### src/rtl/core/pba_fifo.sv
// two-entry job queue between front and back
// no package dependencies
`timescale 1ns / 1ps

module pba_fifo #(
		parameter int W = 8
	) (
		input  logic         clk,
		input  logic         arst_n,
		input  logic         in_valid,
		output logic         in_ready,
		input  logic [W-1:0] in_data,
		output logic         out_valid,
		input  logic         out_ready,
		output logic [W-1:0] out_data
	);

	logic [W-1:0] mem_q [2];
	logic         wr_ptr_q, rd_ptr_q;
	logic [1:0]   count_q;
	logic         wr, rd;

	assign in_ready  = (count_q != 2'd2);
	assign out_valid = (count_q != 2'd0);
	assign out_data  = mem_q[rd_ptr_q];
	assign wr        = in_valid && in_ready;
	assign rd        = out_valid && out_ready;

	always_ff @(posedge clk) begin
		if (wr)
			mem_q[wr_ptr_q] <= in_data;
	end

	always_ff @(posedge clk or negedge arst_n) begin
		if (!arst_n) begin
			wr_ptr_q <= 1'b0;
			rd_ptr_q <= 1'b0;
			count_q  <= 2'd0;
		end else begin
			if (wr)
				wr_ptr_q <= !wr_ptr_q;
			if (rd)
				rd_ptr_q <= !rd_ptr_q;
			if (wr && !rd)
				count_q <= count_q + 2'd1;
			else if (rd && !wr)
				count_q <= count_q - 2'd1;
		end
	end

endmodule

### config.mk
export PLATFORM = sky130hd
export DESIGN_NAME = pba_fifo
export DESIGN_NICKNAME = d
export VERILOG_FILES = /design/src/rtl/core/pba_fifo.sv
export SDC_FILE = /design/constraint.sdc
export NUM_CORES = 1
export LEC_CHECK = 0
export BUFFER_PORTS_ARGS = -buffer_cell sky130_fd_sc_hd__buf_4
export CORE_MARGIN = 2
export CORE_UTILIZATION = 37
export CTS_CLUSTER_DIAMETER = 200
export DETAILED_ROUTE_END_ITERATION = 10
export HOLD_SLACK_MARGIN = 0.03
export PLACE_DENSITY = 0.64
export SLEW_MARGIN = 20
export SYNTH_ARGS = -nofsm -noshare
export SYNTH_HDL_FRONTEND = slang
export SYNTH_SLANG_ARGS = --single-unit
### constraint.sdc
create_clock -name clk -period 4.2 [get_ports clk]
set_clock_uncertainty 0.05 [all_clocks]
set_input_delay 0.42 -clock clk [delete_from_list [all_inputs] [get_ports clk]]
set_output_delay 0.42 -clock clk [all_outputs]
set_load 0.01 [all_outputs]
=== Yosys cells after proc, flatten, opt, wreduce, memory -nomap -nowiden ===
Memory sizes are Yosys's and may differ from the RTL's.
Cells that the tools add are included.

* Register bits: 4
* Bits in writable memories: 16
* Input port bits: 12
* Output and inout bits: 10
* Word-level logic and storage cells: 21
* Memories: 1

* Add/sub/neg operators: 2
* Equality and inequality tests: 1
* Multiplexer cells: 4
* Reduce and logical (&&, ||, !) cells: 10

{| class="wikitable"
|+ Memories
! name !! depth !! width !! rd ports !! clocked after memory_dff !! write ports !! RTL line !! text
|-
| mem_q || 2 || 8 || 1 || 0 || 1 || 18 || <nowiki>logic [W-1:0] mem_q [2];</nowiki>
|}

{| class="wikitable"
|+ Operators with widths
! cell !! count
|-
| 1-bit logical AND || 4
|-
| 1-bit logical NOT || 4
|-
| 2-bit 2-to-1 mux || 2
|-
| 2-bit nonzero test || 2
|-
| 2-bit by 1-bit adder with 2-bit output, second input constant || 1
|-
| 1-bit 2-to-1 mux || 2
|-
| 2-bit != test, second input constant || 1
|-
| 2-bit by 1-bit subtractor with 2-bit output, second input constant || 1
|}

=== Depth between registers and ports, before layout ===
Gate-level depths: netlist of the first run.

* Depth after elaboration: 6
* Depth in mapped cells: 7
* Gate-level depth less buffers: 7

=== Worst setup path before layout of the first run ===
No wires, ideal clock.

* Path type: reg-to-reg
* From: register count_q[0]
* To: memory mem_q[0][0] (enable)
* Library setup time: 0.370 ns
* Arrival: 1.016 ns
* Slack: 2.764 ns
* Stages on the path, launching flop included: 4
* Buffers on the path: 0
* Cell sequence: dfrtp_1 nand2b_4 nand2_1 nor2_1

* Cells in the longest elaborated chain, start to end: 4

{| class="wikitable"
|+ Ends and longest elaborated chain
! element !! RTL line !! text
|-
| from (decl) || 20 || <nowiki>logic [1:0] count_q;</nowiki>
|-
| from (signal assigned) || 45 || <nowiki>count_q <= count_q + 2'd1;</nowiki>
|-
| from (signal assigned) || 47 || <nowiki>count_q <= count_q - 2'd1;</nowiki>
|-
| 2-bit != test || 23 || <nowiki>assign in_ready = (count_q != 2'd2);</nowiki>
|-
| named net in_ready || 11 || <nowiki>output logic in_ready,</nowiki>
|-
| 1-bit logical AND || 26 || <nowiki>assign wr = in_valid && in_ready;</nowiki>
|-
| 1-bit 2-to-1 mux || 30 || <nowiki>if (wr)</nowiki>
|-
| 1-bit 2-to-1 mux (implied by the code) || 31 || <nowiki>mem_q[wr_ptr_q] <= in_data;</nowiki>
|-
| to (decl) || 18 ||
|}

The timed path passes the listed nets, and every way through them passes these cells.

=== Worst setup path in the final report of the first run ===
* From: register rd_ptr_q
* To: output port out_data[6]

* Cells in the longest elaborated chain, start to end: 1

{| class="wikitable"
|+ Ends and longest elaborated chain
! element !! RTL line !! text
|-
| from (decl) || 19 || <nowiki>logic wr_ptr_q, rd_ptr_q;</nowiki>
|-
| from (signal assigned) || 43 || <nowiki>rd_ptr_q <= !rd_ptr_q;</nowiki>
|-
| memory 2 x 8 bit || -- ||
|-
| to (decl) || 15 || <nowiki>output logic [W-1:0] out_data</nowiki>
|}

Every way passes these cells.

==> results of run 1 <==
## layer usage
metal / part of all wire / up-vias / track usage
met3: 0.064 / 5 / 0.0303
met4: 0.037 / 0 / 0.0972
met5: 0 / - / 0
met2: 0.49 / 14 / 0.164
li1: - / 204 / -
met1: 0.41 / 204 / 0.137
## area by class of cell
type,count,area (um^2),area share
clock buffers,3,22.5,0.0217
clock inverters,1,30.0,0.0290
inverters,1,3.75,0.00362
multi-input cells,21,198,0.191
flip-flops and latches,20,581,0.560
well taps,27,33.8,0.0326
repair buffers,22,168,0.162
## flip-flops by register name, indices dropped and copies added, names as in the netlist
signal    count
rd_ptr_q      1
wr_ptr_q      1
count_q       2
mem_q        16
## cell families (layout without fill, tap and decap cells)
| family | Yosys count | count (layout) | synth area share |
|---|---|---|---|
| fa+ha+maj | 1 | 1 | 0.0159 |
| mux | 8 | 8 | 0.114 |
| xor+xnor | 5 | 5 | 0.0557 |
| buf+inv | 2 | 27 | 0.0111 |
| simple gates | 7 | 7 | 0.0652 |
| flops | 20 | 20 | 0.738 |
## layout by cell type (no fill, tap or decap), drive strengths merged, types with 2 or more instances in the layout
cell    instances
buf            21
clkbuf          3
dfrtp           4
edfxtp         16
mux2            8
nand2           2
nor2            2
xnor2           3
xor2            2
## worst max-delay path by stage
stage	from	endpoint	slack, ns	cells after the start
final	rd_ptr_q	out_data[6]	2.32	2
after detailed placement	count_q[0]	mem_q[0][5]	2.55	3
after CTS	rd_ptr_q	out_data[6]	2.29	2
after global placement	count_q[0]	mem_q[0][5]	2.54	3
after global routing	rd_ptr_q	out_data[4]	2.20	2
after floorplan	count_q[0]	mem_q[0][0]	2.76	3
## per-stage QoR
stage / area [um^2] / total power [uW] / hold WS [ns]
floorplan: 787 / 474 / 0.0744
global placement: 973 / 567 / 0.171
detailed placement: 973 / 572 / 0.169
CTS: 1040 / 728 / 0.241
global route: 1040 / 765 / 0.223
finish: 1040 / 717 / 0.248
## timing repair
action | in CTS | in global routing
hold buffers | 1 | 0
hold endpoints to repair | 4 | 0
resized for setup | 0 | 0
## power by group through the flow
| stage | clock [uW] | combinational (uW) | sequential [uW] |
|---|---|---|---|
| final | 154 | 246 | 317 |
| after global routing | 167 | 268 | 329 |
| after CTS | 158 | 251 | 319 |
| after detailed placement | 0 | 248 | 324 |
| after global placement | 0 | 244 | 322 |
| after floorplan | 0 | 172 | 302 |
## critical path, stage by stage (launching register included)
cell and delay [ns]:
dfrtp_1 0.58, mux2_2 0.38, buf_4 0.14
==> metrics, run 1 <==
port bufs 21; Finish-stage setup viols 0; kind of critical path reg2out; sequential share of power 0.443; ys async rst share 0.200; R2R Path Start count_q[0]; CP Data Required Time roughly 3.7 ns; Core ar. 1980 um^2; Hold EP mem_q[0][5]; routability cong. 0.654; Post-synth EDFFs 16; Util after Layout 0.523; worst hold start in_data[5]; Mean Syn Cell Area 18.3 um^2; Post-Synthesis Net Count 56; Worst Path Arrival approximately 1.4 ns; fillers 180; Starting Density 0.397; internal power component about 520 uW; WHS Path Cells 1; Die ar. roughly 2500 um^2; Antenna Nets Post-Route 0; VDD IR max between 0.0003 and 0.0004 V; gr usage total 0.113; CTS Buf Count 3; Inserted Diodes 0; Setup WS post-layout 2.32 ns; Yosys top cell area share 0.610; synth warn 0; largest area contributor in the netlist edfxtp_1; Setup WS pre-CTS 2.55 ns; die width 50.1 um; Initial DRC Count 0; reg2reg path depth 3; Cells after DPL 90; Static Leakage between 0.0004 and 0.0005 uW; TritonCTS clock tree built; Residual DRC 0; post-synthesis cell type count 14; largest net degree at the start of global routing 13; mapped cell area 787 um^2; unrepaired setup endpoints after global routing no; top-count cell post-synth edfxtp_1; crit end category output port; Max-slew headroom 0.538; CTS max path bufs 2; 1st-pass router iterations 1; site row count 16; Tmin final 1.88 ns; Layout Cells excl Fill 95; share of cells above drive strength 1 0.529; Final Max Tran Viols 0; I/O pin count 22; H-Tree Depth 1; first-pass GRT wire length 1.95 mm; Root Buffer clkbuf_4; TritonCTS Sinks 20; Post-Synthesis Cells between 40 and 50; Setup Fix Bufs, Post-CTS 0; R2R Setup Slk 2.56 ns; Psw approximately 200 uW; Clk pwr share 0.214; crit path launch type flop; worst-path maximum fanout 9; switching share of power 0.280; NumNets Final 82; top post-synthesis cells by area edfxtp_1, dfrtp_1, mux2_2, xnor2_1, xor2_1; hpwl dp 791 um; Fmax achieved 533 MHz; max_cap viols 0; reg-to-reg endpoint mem_q[0][4]; flop and latch count out of synthesis 20; ys flop type edfxtp_1; crit share post-route 0.447; grt ovf 0; initial antenna violation count 0; Die Span Y 50.1 um; clock transition at the registers of the reported paths 0.11 ns; Worst Hold Class in2reg; Avg Vias per Cell 4.49; clock latency at the later pin of the worst-skew pair around 0.3 ns; sequential-to-total area share from yosys stat 0.738; status finished, final reports clean; Layout area overhead 31.6%; final hold violation count 0; vias in the first global route approximately 430; Sum Neg Setup Slack 0 ns; Worst-Margin Slew 0.690 ns; combinational power share 0.343; WL/cell 11.7 um; Final Routed Wirelength 1.11 mm; PD cells 692 nW/um^2; Vias 427; Post-synth top cells edfxtp_1, mux2_2, dfrtp_1
Power figures use the tool's default switching activity.
==> run 2: changes to the inputs <==
Clock period 4.2 ns to 1.9 ns, I/O delays scaled along.
==> metrics, run 2 (synthesized netlist as in run 1, its figures left out) <==
Largest stage delay, worst path around 0.6 ns; initial antenna violation count 0; Die ar. 2510 um^2; Sum Neg Setup Slack 0 ns; max_cap viols 0; Vias 446; kind of critical path reg2out; Finish-stage setup viols 0; Final Max Tran Viols 0; status finished, final reports clean; post-route cell area roughly 1100 um^2; Max-slew headroom 0.735; clock transition at the registers of the reported paths 0.10 ns; largest net degree at the start of global routing 12; busiest grt layer met2; sum of buffers and inverters on the critical path 1; vias in the first global route about 470; hpwl dp ~860 um; Worst Path Arrival about 1.4 ns; Root Buffer clkbuf_4; Die Span Y 50.1 um; Sequential Area about 580 um^2; Largest Register mem_q; commonest non-fill, non-tap cell in the layout buf_4; Tmin final 1.66 ns; routability cong. around 0.65; Layout area overhead 39.4%; site row count 16; CTS max path bufs 2; worst-path maximum fanout 9; PostCTS Resize Cnt 0; Final Routed Wirelength roughly 1.2 mm; H-Tree Depth 1; Top Registers mem_q (16), count_q (2); die width 50.1 um; gr usage total 0.122; max FFs per register 16; Residual DRC 0; Avg Vias per Cell 4.29; Setup Fix Bufs, Post-CTS 0; slowest cell on the critical path dfrtp_1; crit share post-route 0.873; 1st-pass router iterations 3; WL/cell 11.9 um; area occupied by multi-input gates 198 um^2; final hold violation count 0; port bufs 21; Antenna Nets Post-Route 0; Inserted Diodes 0; met2 Use GR 0.186; Critical Path, Cell by Cell mux2_2 > buf_4; I/O pin count 22; VDD IR max between 0.0008 and 0.0009 V; share of cells above drive strength 1 0.468; CTS Buf Count 3; Worst Hold Class in2reg; CP Data Required Time 1.66 ns; unrepaired setup endpoints after global routing no; met1 global-route usage 0.152; TritonCTS Sinks 20; Static Leakage 0.000446 uW; Worst-Margin Slew 0.397 ns; crit end category output port; NumNets Final between 90 and 100; grt ovf 0; clock latency at the later pin of the worst-skew pair between 0.2 and 0.3 ns; PD cells 1340 nW/um^2; crit path launch type flop; TritonCTS clock tree built; fillers ~170; commonest cells after routing, fill and taps aside buf_4, edfxtp_1, dlygate4sd3_1; GRT met3 Usage 0.0364; first-pass GRT wire length 2.17 mm; hold-fix buffers at CTS 9; placed inst area 981 um^2; Top delay family on crit path flip-flops; Core ar. 1980 um^2; Starting Density 0.397; Fmax achieved 603 MHz; Initial DRC Count 5
-- run 2: changes by cell type in the layout (fill, tap and decap cells not counted) --
cell,delta
clkinv_1,+1
buf_4,+1
bufinv_16,-1
dlygate4sd3_1,+8
-- run 2: area by class of cell --
class                      instances  share of cell area
clock buffer                       3              0.0205
inverter                           1             0.00342
clock inverter                     1             0.00342
tap                               27              0.0308
timing repair buffer              31               0.233
multi-input combinational         21               0.180
sequential                        20               0.529
-- run 2: where the power goes --
part,leakage (uW),internal [uW],switching (uW),total [uW]
clock,0.0000154,76.4,120,196
combinational,0.000235,334,230,564
sequential,0.000195,612,93.0,705
total,0.000446,1020,443,1470
-- run 2: per-layer routing --
layer / vias up / share of wire
li1: 224 / -
met1: 211 / 0.43
met2: 11 / 0.52
met3: 0 / 0.050
met4: 0 / 0
met5: - / 0
-- run 2: worst paths after layout --
path / start / endpoint / slack (ns) / cells after the start
max reg2reg: count_q[0] / count_q[1] / 0.38 / 7
min in group asynchronous: arst_n / wr_ptr_q / 0.19 / 2
min reg2reg: wr_ptr_q / wr_ptr_q / 0.46 / 1
max in group asynchronous: arst_n / rd_ptr_q / 1.50 / 2
max: rd_ptr_q / out_data[3] / 0.24 / 2
min: out_ready / rd_ptr_q / 0.10 / 3
-- run 2: metrics by stage --
step / utilization / setup slack (ns) / power, uW / hold WS [ns] / instances
after global routing: 0.554 / 0.157 / 1570 / 0.0923 / 104
after detailed placement: 0.495 / 0.401 / 1270 / -0.0584 / 91
after global placement: 0.495 / 0.433 / 1260 / -0.0590 / 91
final: 0.554 / 0.240 / 1470 / 0.104 / 104
after floorplan: - / 0.464 / 1050 / -0.156 / 43
after CTS: 0.554 / 0.223 / 1490 / 0.0919 / 104
-- run 2: worst register-to-register path, stage by stage (launching register included) --
cell and delay, ns:
dfrtp_1 0.44, nand2b_4 0.17, nand2_1 0.12, inv_1 0.07, ha_1 0.20, xor2_1 0.14, nor2_1 0.11, xor2_1 0.16
