`src/rtl/core/pba_pkg.sv`:
```
// shared widths and register codes for the pairwise binary association block
// no dependencies
`timescale 1ns / 1ps

package pba_pkg;

	localparam int ROW_W   = 8;
	localparam int COL_W   = 3;
	localparam int CCNT_W  = 4;
	localparam int SCALE_W = 8;
	localparam int CFG_W   = 8;
	localparam int Q32_W   = 32;
	localparam int Q16_W   = 16;

	typedef enum logic [0:0] {
		CFG_COLUMN_COUNT = 1'b0,
		CFG_ERROR_SCALE  = 1'b1
	} cfg_reg_t;

	localparam logic [CCNT_W-1:0]  COLUMN_COUNT_RST = 4'd8;
	localparam logic [SCALE_W-1:0] ERROR_SCALE_RST  = 8'd1;

endpackage

```
`src/rtl/core/pba_if.sv`:
```
// valid/ready channel interfaces for row beats and result beats
// depends on pba_pkg
`timescale 1ns / 1ps

interface pba_row_if
	import pba_pkg::*;
	();
	logic             valid;
	logic             ready;
	logic [ROW_W-1:0] row_bits;
	logic             last_row;

	modport source (output valid, output row_bits, output last_row, input ready);
	modport sink   (input valid, input row_bits, input last_row, output ready);
endinterface


```
`src/rtl/core/pba_front.sv`:
```
// front end: row counters and pair job sequencer
// depends on pba_pkg, pba_if
`timescale 1ns / 1ps

module pba_front
	import pba_pkg::*;
	#(
		parameter int M = 8,
		parameter int C = 16,
		localparam int AW = $clog2(M),
		localparam int JW = 2*AW + 4*C + 1
	) (
		input  logic              clk,
		input  logic              arst_n,
		pba_row_if.sink           row,
		input  logic [CCNT_W-1:0] column_count,
		output logic              job_valid,
		input  logic              job_ready,
		output logic [JW-1:0]     job_data
	);

	localparam int NP = (M * (M - 1)) >> 1;

	typedef enum logic [1:0] {
		ST_LOAD = 2'b01,
		ST_EMIT = 2'b10
	} front_state_t;

	function automatic int tri_idx(int i, int j);
		return i*M - ((i*(i+1)) >> 1) + j - i - 1;
	endfunction

	front_state_t       state_q;
	logic [C-1:0]       row_total_q;
	logic [C-1:0]       col_ones_q [M];
	logic [C-1:0]       pair_q [NP];
	logic [AW-1:0]      a_q, b_q, lim_q;
	logic [AW-1:0]      lim;
	logic [C-1:0]       n11;
	logic               take, push, last;

	assign row.ready = (state_q == ST_LOAD);
	assign take      = row.valid && row.ready;
	assign job_valid = (state_q == ST_EMIT);
	assign push      = job_valid && job_ready;
	assign last      = (a_q == lim_q) && (b_q == lim_q);

	// column count clamped to 1..M, held as last index
	always_comb begin
		if (column_count == '0)
			lim = '0;
		else if (column_count > CCNT_W'(M))
			lim = AW'(M - 1);
		else
			lim = AW'(column_count - CCNT_W'(1));
	end

	// joint count for the current pair, symmetric store
	always_comb begin
		n11 = col_ones_q[a_q];
		for (int i = 0; i < M; i++)
			for (int j = i + 1; j < M; j++)
				if ((a_q == AW'(i) && b_q == AW'(j)) || (a_q == AW'(j) && b_q == AW'(i)))
					n11 = pair_q[tri_idx(i, j)];
	end

	assign job_data = {last, a_q, b_q, row_total_q, col_ones_q[a_q], col_ones_q[b_q], n11};

	always_ff @(posedge clk or negedge arst_n) begin
		if (!arst_n) begin
			state_q     <= ST_LOAD;
			row_total_q <= '0;
			a_q         <= '0;
			b_q         <= '0;
			lim_q       <= '0;
			for (int i = 0; i < M; i++)
				col_ones_q[i] <= '0;
			for (int p = 0; p < NP; p++)
				pair_q[p] <= '0;
		end else begin
			unique case (state_q)
				ST_LOAD: begin
					if (take) begin
						if (row_total_q != {C{1'b1}}) begin
							row_total_q <= row_total_q + C'(1);
							for (int i = 0; i < M; i++) begin
								if (row.row_bits[i])
									col_ones_q[i] <= col_ones_q[i] + C'(1);
								for (int j = i + 1; j < M; j++)
									if (row.row_bits[i] && row.row_bits[j])
										pair_q[tri_idx(i, j)] <= pair_q[tri_idx(i, j)] + C'(1);
							end
						end
						if (row.last_row) begin
							state_q <= ST_EMIT;
							lim_q   <= lim;
							a_q     <= '0;
							b_q     <= '0;
						end
					end
				end
				ST_EMIT: begin
					if (push) begin
						if (b_q == lim_q) begin
							b_q <= '0;
							a_q <= a_q + AW'(1);
						end else begin
							b_q <= b_q + AW'(1);
						end
						if (last) begin
							state_q     <= ST_LOAD;
							row_total_q <= '0;
							for (int i = 0; i < M; i++)
								col_ones_q[i] <= '0;
							for (int p = 0; p < NP; p++)
								pair_q[p] <= '0;
						end
					end
				end
				default: state_q <= ST_LOAD;
			endcase
		end
	end

endmodule

```
`src/flat_wrapper.sv`:
```
// flat-port wrapper written by rule: the top's interface ports become plain ports
module pba_front_flat import pba_pkg::*;
#(
		parameter int M = 8,
		parameter int C = 16,
		localparam int AW = $clog2(M),
		localparam int JW = 2*AW + 4*C + 1
	)
  (clk, arst_n, column_count, job_valid, job_ready, job_data, row_valid, row_row_bits, row_last_row, row_ready);
  pba_row_if row_i ();
  input  logic clk;
  input  logic arst_n;
  input  logic [CCNT_W-1:0] column_count;
  output logic job_valid;
  input  logic job_ready;
  output logic [JW-1:0] job_data;
  input wire logic [$bits(row_i.valid)-1:0] row_valid;
  input wire logic [$bits(row_i.row_bits)-1:0] row_row_bits;
  input wire logic [$bits(row_i.last_row)-1:0] row_last_row;
  output wire logic [$bits(row_i.ready)-1:0] row_ready;
  assign row_i.valid = row_valid;
  assign row_i.row_bits = row_row_bits;
  assign row_i.last_row = row_last_row;
  assign row_ready = row_i.ready;
  pba_front #(.M(M), .C(C)) u_core (.clk(clk), .arst_n(arst_n), .row(row_i), .column_count(column_count), .job_valid(job_valid), .job_ready(job_ready), .job_data(job_data));
endmodule
```
`config.mk`:
```
export PLATFORM = sky130hd
export DESIGN_NAME = pba_front_flat
export DESIGN_NICKNAME = d
export VERILOG_FILES = /design/src/rtl/core/pba_pkg.sv /design/src/rtl/core/pba_if.sv /design/src/rtl/core/pba_front.sv /design/src/flat_wrapper.sv
export SDC_FILE = /design/constraint.sdc
export NUM_CORES = 2
export LEC_CHECK = 0
export BUFFER_PORTS_ARGS = -buffer_cell sky130_fd_sc_hd__buf_2
export CORE_ASPECT_RATIO = 1.4
export CORE_MARGIN = 8
export CORE_UTILIZATION = 35
export CTS_CLUSTER_SIZE = 12
export DETAILED_ROUTE_END_ITERATION = 10
export PLACE_DENSITY = 0.57
export SLEW_MARGIN = 20
export SYNTH_ARGS = -nofsm -noshare
export SYNTH_HDL_FRONTEND = slang
export SYNTH_SLANG_ARGS = --single-unit
```
`constraint.sdc`:
```
create_clock -name clk -period 5.4 [get_ports clk]
set_clock_uncertainty 0.15 [all_clocks]
set_input_delay 0.54 -clock clk [delete_from_list [all_inputs] [get_ports clk]]
set_output_delay 0.54 -clock clk [all_outputs]
set_load 0.05 [all_outputs]
```
**Word-level counts from Yosys, hierarchy flattened**

Cells that the tools add are included.

- Equal/unequal tests: 61
- Shifts and indexed selects: 0
- Multipliers: 0
- Mux-type cells: 100
- Divide/modulo/power cells: 0
- $lt $le $gt $ge: 3
- Bitwise gates (word level): 2
- Add/subtract/negate cells: 40
- Reductions and logical operators: 160

Operators with widths:

| kind | number |
|---|---|
| $mux W448 | 4 |
| $mux W16 | 72 |
| $pmux W448 S2 | 1 |
| $add A16 B1 Y16 const B | 37 |
| $mux W128 | 4 |
| $pmux W128 S2 | 1 |
| $reduce_and A6 Y1 | 36 |
| $bmux W16 S3 | 2 |
| $logic_and A1 B1 Y1 | 87 |
| $ne A2 B2 Y1 const B | 42 |
| $pmux W16 S2 | 1 |
| $logic_or A1 B1 Y1 | 28 |
| $eq A3 B3 Y1 const B | 8 |
| $mux W3 | 8 |
| $ne A16 B16 Y1 const B | 1 |
| $eq A3 B2 Y1 const B | 4 |
| $pmux W3 S2 | 2 |
| $reduce_and A5 Y1 | 2 |
| $ge A4 B4 Y1 const B | 2 |
| $mux W2 | 4 |
| $not A3 Y4 | 2 |
| $reduce_and A4 Y1 | 2 |
| $add A3 B1 Y3 const B | 2 |
| $eq A3 B1 Y1 const B | 2 |
| other kinds (10) | 12 |

- Bits in read-only memories: 0
- Logic and storage cells: 407
- Memories: 0
- Output and inout bits: 73
- RAM bits: 0
- Bits in latches: 0
- Flip-flop bits (word level): 603

**Longest topological paths before layout**

- Word-level depth: 32
- Mapped depth: 14
- Gate-level depth less buffers: 9

**Least setup slack after synthesis**

No wires, ideal clock.

- Path kind: reg-to-output
- Start: reg u_core.b_q[0]
- End: out job_data[7]
- Slack: 0.567 ns
- Data arrival time: 4.143 ns
- Buffers on the path: 4
- Stages on the path, launching flop included: 14
- Cell sequence: dfrtp_1 -> buf_6 -> buf_1 -> inv_1 -> ha_1 -> clkbuf_1 -> a22oi_1 -> nor2_1 -> nor2_1 -> clkbuf_1 -> o221ai_1 -> nor2_1 -> nand4_1 -> o221ai_1

- Longest elaborated chain between the ends: 31

RTL lines:

| element | line | RTL |
|---|---|---|
| from (decl) | pba_front.sv:37 | `logic [AW-1:0] a_q, b_q, lim_q;` |
| from (signal assigned) | pba_front.sv:108 | `b_q <= b_q + AW'(1);` |
| $eq A3 B1 Y1 / $logic_not A3 Y1 (equally long branches) | pba_front.sv:63 | `if ((a_q == AW'(i) && b_q == AW'(j)) \|\| (a_q == AW'(j) && b_q == AW'(i)))` |
| $logic_and A1 B1 Y1 | pba_front.sv:63 |  |
| $logic_or A1 B1 Y1 | pba_front.sv:63 |  |
| $mux W16 (27 in series) | pba_front.sv:63 |  |
| $mux W16 * | pba_front.sv:63 |  |
| to (decl) | flat_wrapper.sv:16 | `output logic [JW-1:0] job_data;` |

Every way passes the cells marked *; elsewhere a longest branch is shown, timed or not.

**Worst setup path after layout**

- Start: reg u_core.a_q[0]
- End: out job_data[12]

- Longest elaborated chain between the ends: 32

RTL lines:

| element | line | RTL |
|---|---|---|
| from (decl) | pba_front.sv:37 |  |
| from (signal assigned) | pba_front.sv:106 | `a_q <= a_q + AW'(1);` |
| $not A3 Y4 (implied by the code) | pba_front.sv:60 | `n11 = col_ones_q[a_q];` |
| $bmux W16 S3 | pba_front.sv:60 |  |
| $mux W16 (implied by the code) (2 in series) | pba_front.sv:60 |  |
| $mux W16 (27 in series) | pba_front.sv:63 |  |
| $mux W16 * | pba_front.sv:63 |  |

Every way passes the cells marked *; elsewhere a longest branch is shown, timed or not. The select of a mux whose other input is x is not followed.

==> key figures <==
Global routing
  • Vias in the first global route: 32900
  • First-pass GRT wire length: 217.6 mm
  • GRT Util Overall: 0.2460
  • Largest net degree at the start of global routing: 139
  • Antenna violations before repair: 1
  • Total gr overflow: 0

Timing
  • RSZ-0062 raised after global routing: no
  • Period utilisation layout: 0.9756
  • Fin crit period: 5.268 ns
  • F_max: 189.8 MHz
  • Slew Viols, Final: 0
  • WHS: 0.04957 ns
  • Setup TNS: 0 ns
  • Endpoints failing hold: 0
  • Slew headroom: 0.2323
  • Setup violators final: 0
  • Setup ws final: 0.1316 ns
  • Slew @ Worst Pin: 1.151 ns

Clock network
  • # H-tree levels: 3
  • Clk_lat worst skew: 0.68 ns
  • Reg clk slew, reported paths: 0.06 ns
  • CTS Buffer Depth: 3
  • CTS Sinks: 603
  • Post-CTS Setup Inserts: 0
  • TritonCTS Buffers: 68
  • Root buffer cell: clkbuf_16
  • TritonCTS clock tree: done

Worst setup path
  • Startpoint class of the critical path: flop
  • R2r endpoint: u_core.col_ones_q[111]
  • Reg2reg path depth: 10
  • Worst Setup SP: u_core.a_q[0]
  • WP buf/inv: 2
  • Crit-path most repeated cell: o221ai_1
  • CP Data Arrival Time: 4.58 ns
  • Critical-path maximum fanout: 12
  • CP required: 4.71 ns
  • Worst path max stage delay: 0.72 ns
  • Critical path depth in cells: 10
  • R2R Setup Slk: 0.87 ns
  • Delay-heaviest family, CP: compound AO/OA/AOI/OAI gates
  • Critical path type: reg2out
  • Critical path capture point type: primary output
  • Reg2Reg Launch Point: u_core.state_q[1]
  • CP max stage cell: a211oi_1
  • Critical path, cell by cell: inv_1, ha_1, a22oi_1, o2bb2ai_2, nor4_1, o221ai_1, nand4_1, a211oi_1, o221ai_1, buf_2

Synthesis
  • Yosys warning total: 0
  • Syn avg cell area: 8.814 um^2
  • Distinct cells, synth: 75
  • Synth Cell Area: 36890 um^2
  • Post-synth ARST share: 1.000
  • Synth Flop Type: dfrtp_1
  • EDFF count, synth: 0
  • Flops & latches, synth: 603
  • Seq/Total Area, Yosys: 0.4091
  • Post-synth net total: 4252
  • Gate Count Post-Synth: 4185

Layout
  • Nets: 4269
  • Post-Layout Cell Count: 5611
  • Final instance area: 41590 um^2
  • Fill cell count: 10450
  • Fraction of layout cells with a size suffix above 1: 0.1145
  • Layout area overhead: 12.75%
  • Multi-input combinational cell area: 20590 um^2
  • Register area: 15090 um^2
  • Util after Layout: 0.3962

Placement
  • DP Area: 39200 um^2
  • Port bufs: 89
  • Final RePlAce weighted congestion: 1.008
  • Setup WS pre-CTS: 0.5355 ns
  • DP HPWL: 108.6 mm
  • Post-placement cell count: 5488

Drt
  • Initial DRC count: 3323
  • Mean number of vias per cell: 5.989
  • Post-route DRC: 0
  • Pre-Repair DR Iteration Count: 6
  • Routed Antenna Nets: 0
  • Via count: 33610
  • Post-DR wirelength/cell: 26.11 um
  • Post-Route WL: 146.5 mm

Min path
  • WHS Path Cells: 3
  • Hold Crit Class: in2reg
  • Hold EP: u_core.lim_q[2]
  • Hold Startpoint: column_count[3]

Pwr
  • P per Cell Area: 341.8 nW/um^2
  • Peak supply drop: 0.3501 mV
  • Total Power: 14.22 mW
  • Leak Pwr: 18.23 nW

Die
  • Die Ht: 400.1 um
  • Core Footprint: 105000 um^2
  • Cell Rows: 141
  • I/O pins: 90
  • Die ar.: 116200 um^2
  • Die Wd: 290.4 um
  • Starting Density: 0.3514

Job
  • Max-cap viol count: 0

Run status
  • Status: completed
## sequential cells by signal (all words and copies together), names as in the netlist
signal,count
u_core.col_ones_q,128
u_core.pair_q,448
u_core.b_q,3
u_core.lim_q,3
u_core.a_q,3
u_core.state_q,2
u_core.row_total_q,16
## cell families after synthesis
| kind of cell | after synthesis | synth area share |
|---|---|---|
| buffers and inverters | 334 | 0.03623 |
| adders and majority gates | 51 | 0.01723 |
| AOI/OAI and AO/OA | 625 | 0.1133 |
| DFF | 603 | 0.4091 |
| xor gates and xnor gates | 458 | 0.1092 |
| muxes | 100 | 0.04464 |
| and+or+nand+nor | 2014 | 0.2704 |
## worst max path at each step
stage                    to  slack [ns]
6_report       job_data[12]        0.13
5_1_grt         job_data[2]       0.004
4_1_cts        job_data[11]        0.02
2_1_floorplan   job_data[7]        0.57
3_5_place_dp   job_data[14]        0.54
3_3_place_gp   job_data[14]        0.56
## cell usage in the layout, fill, tap and decap left out, types with 48 or more instances in the layout
cell and n:
buf_2 77, o22ai_1 59, xor2_1 340, nand3_1 284, mux4_2 48, and4_1 59
or3_1 62, nor3_1 65, ha_1 50, a21oi_1 130, and3_1 123, inv_1 81
o21ai_0 164, nand4_1 187, clkbuf_16 69, buf_4 96, xnor2_1 116, dfrtp_1 599
o221ai_1 68, nor2_1 645, nand2_1 429
## worst reg2reg max path: cells and delay by family (launching register included)
| family | cells | cell delay, ns |
|---|---|---|
| AOI/OAI and AO/OA | 1 | 0.73 |
| buffers and inverters | 3 | 1.08 |
| DFF | 1 | 0.67 |
| and+or+nand+nor | 5 | 1.59 |
| xor gates and xnor gates | 1 | 0.19 |
## cell usage after synthesis (12+ instances only)
library cell    n  area (um^2)
dfrtp_1       602        15060
ha_1           50        625.6
and4_1         59        516.8
clkbuf_1      196        735.7
a2111oi_0      17        148.9
nand4_1       187         1170
buf_1          22        82.58
nor3_1         66        330.3
or4_1          12        90.09
and2_1         23        143.9
and3_1        123        769.5
mux4_2         48         1081
mux2i_1        16        160.2
nor4_1         30        187.7
o221ai_1       68        595.6
a21oi_1       134        670.6
a311o_1        15        150.1
inv_1          81        304.0
a22oi_1        25        187.7
o21ai_0       164        820.8
a211oi_1       19        142.6
or3_1          62        387.9
nor3_2         13        130.1
nand3_1       284         1421
nand2_1       431         1618
xnor2_1       116         1016
nor4_2         27        337.8
o22ai_1        59        369.1
buf_2          24        120.1
nor2_1        649         2436
xor2_1        340         2978
a221oi_1       34        297.8
mux2_2         36        405.4
## layer usage
metal / part of all wire / wire length [um] / GRT usage / vias to the layer above
met5: 0 / 0 / 0 / -
met4: 0.087 / 12700 / 0.1771 / 0
met3: 0.059 / 8667 / 0.03598 / 439
met2: 0.47 / 68450 / 0.4077 / 1413
met1: 0.39 / 56710 / 0.2923 / 16730
li1: - / - / - / 15020
## power breakdown
group	total, mW	leakage, nW	internal (mW)	switching (mW)
logic	2.92	9.01	1.07	1.85
clock network	4.93	1.13	2.84	2.09
registers	6.38	8.09	5.12	1.26
## repair_timing
item	CTS	global route
endpoints found under the setup margin	9	9
hold buffers	2	0
gates resized for setup	5	11
hold endpoints to repair	65	0
## layout make-up
class	count	area share
well taps	1358	0.04085
inverters	83	0.007491
multi-input cells	3248	0.4951
clock buffers	100	0.04816
repair buffers	198	0.03803
diodes	1	0.00006017
flip-flops and latches	603	0.3629
clock inverters	20	0.007341
No activity file was read; power rests on OpenSTA's default activity.
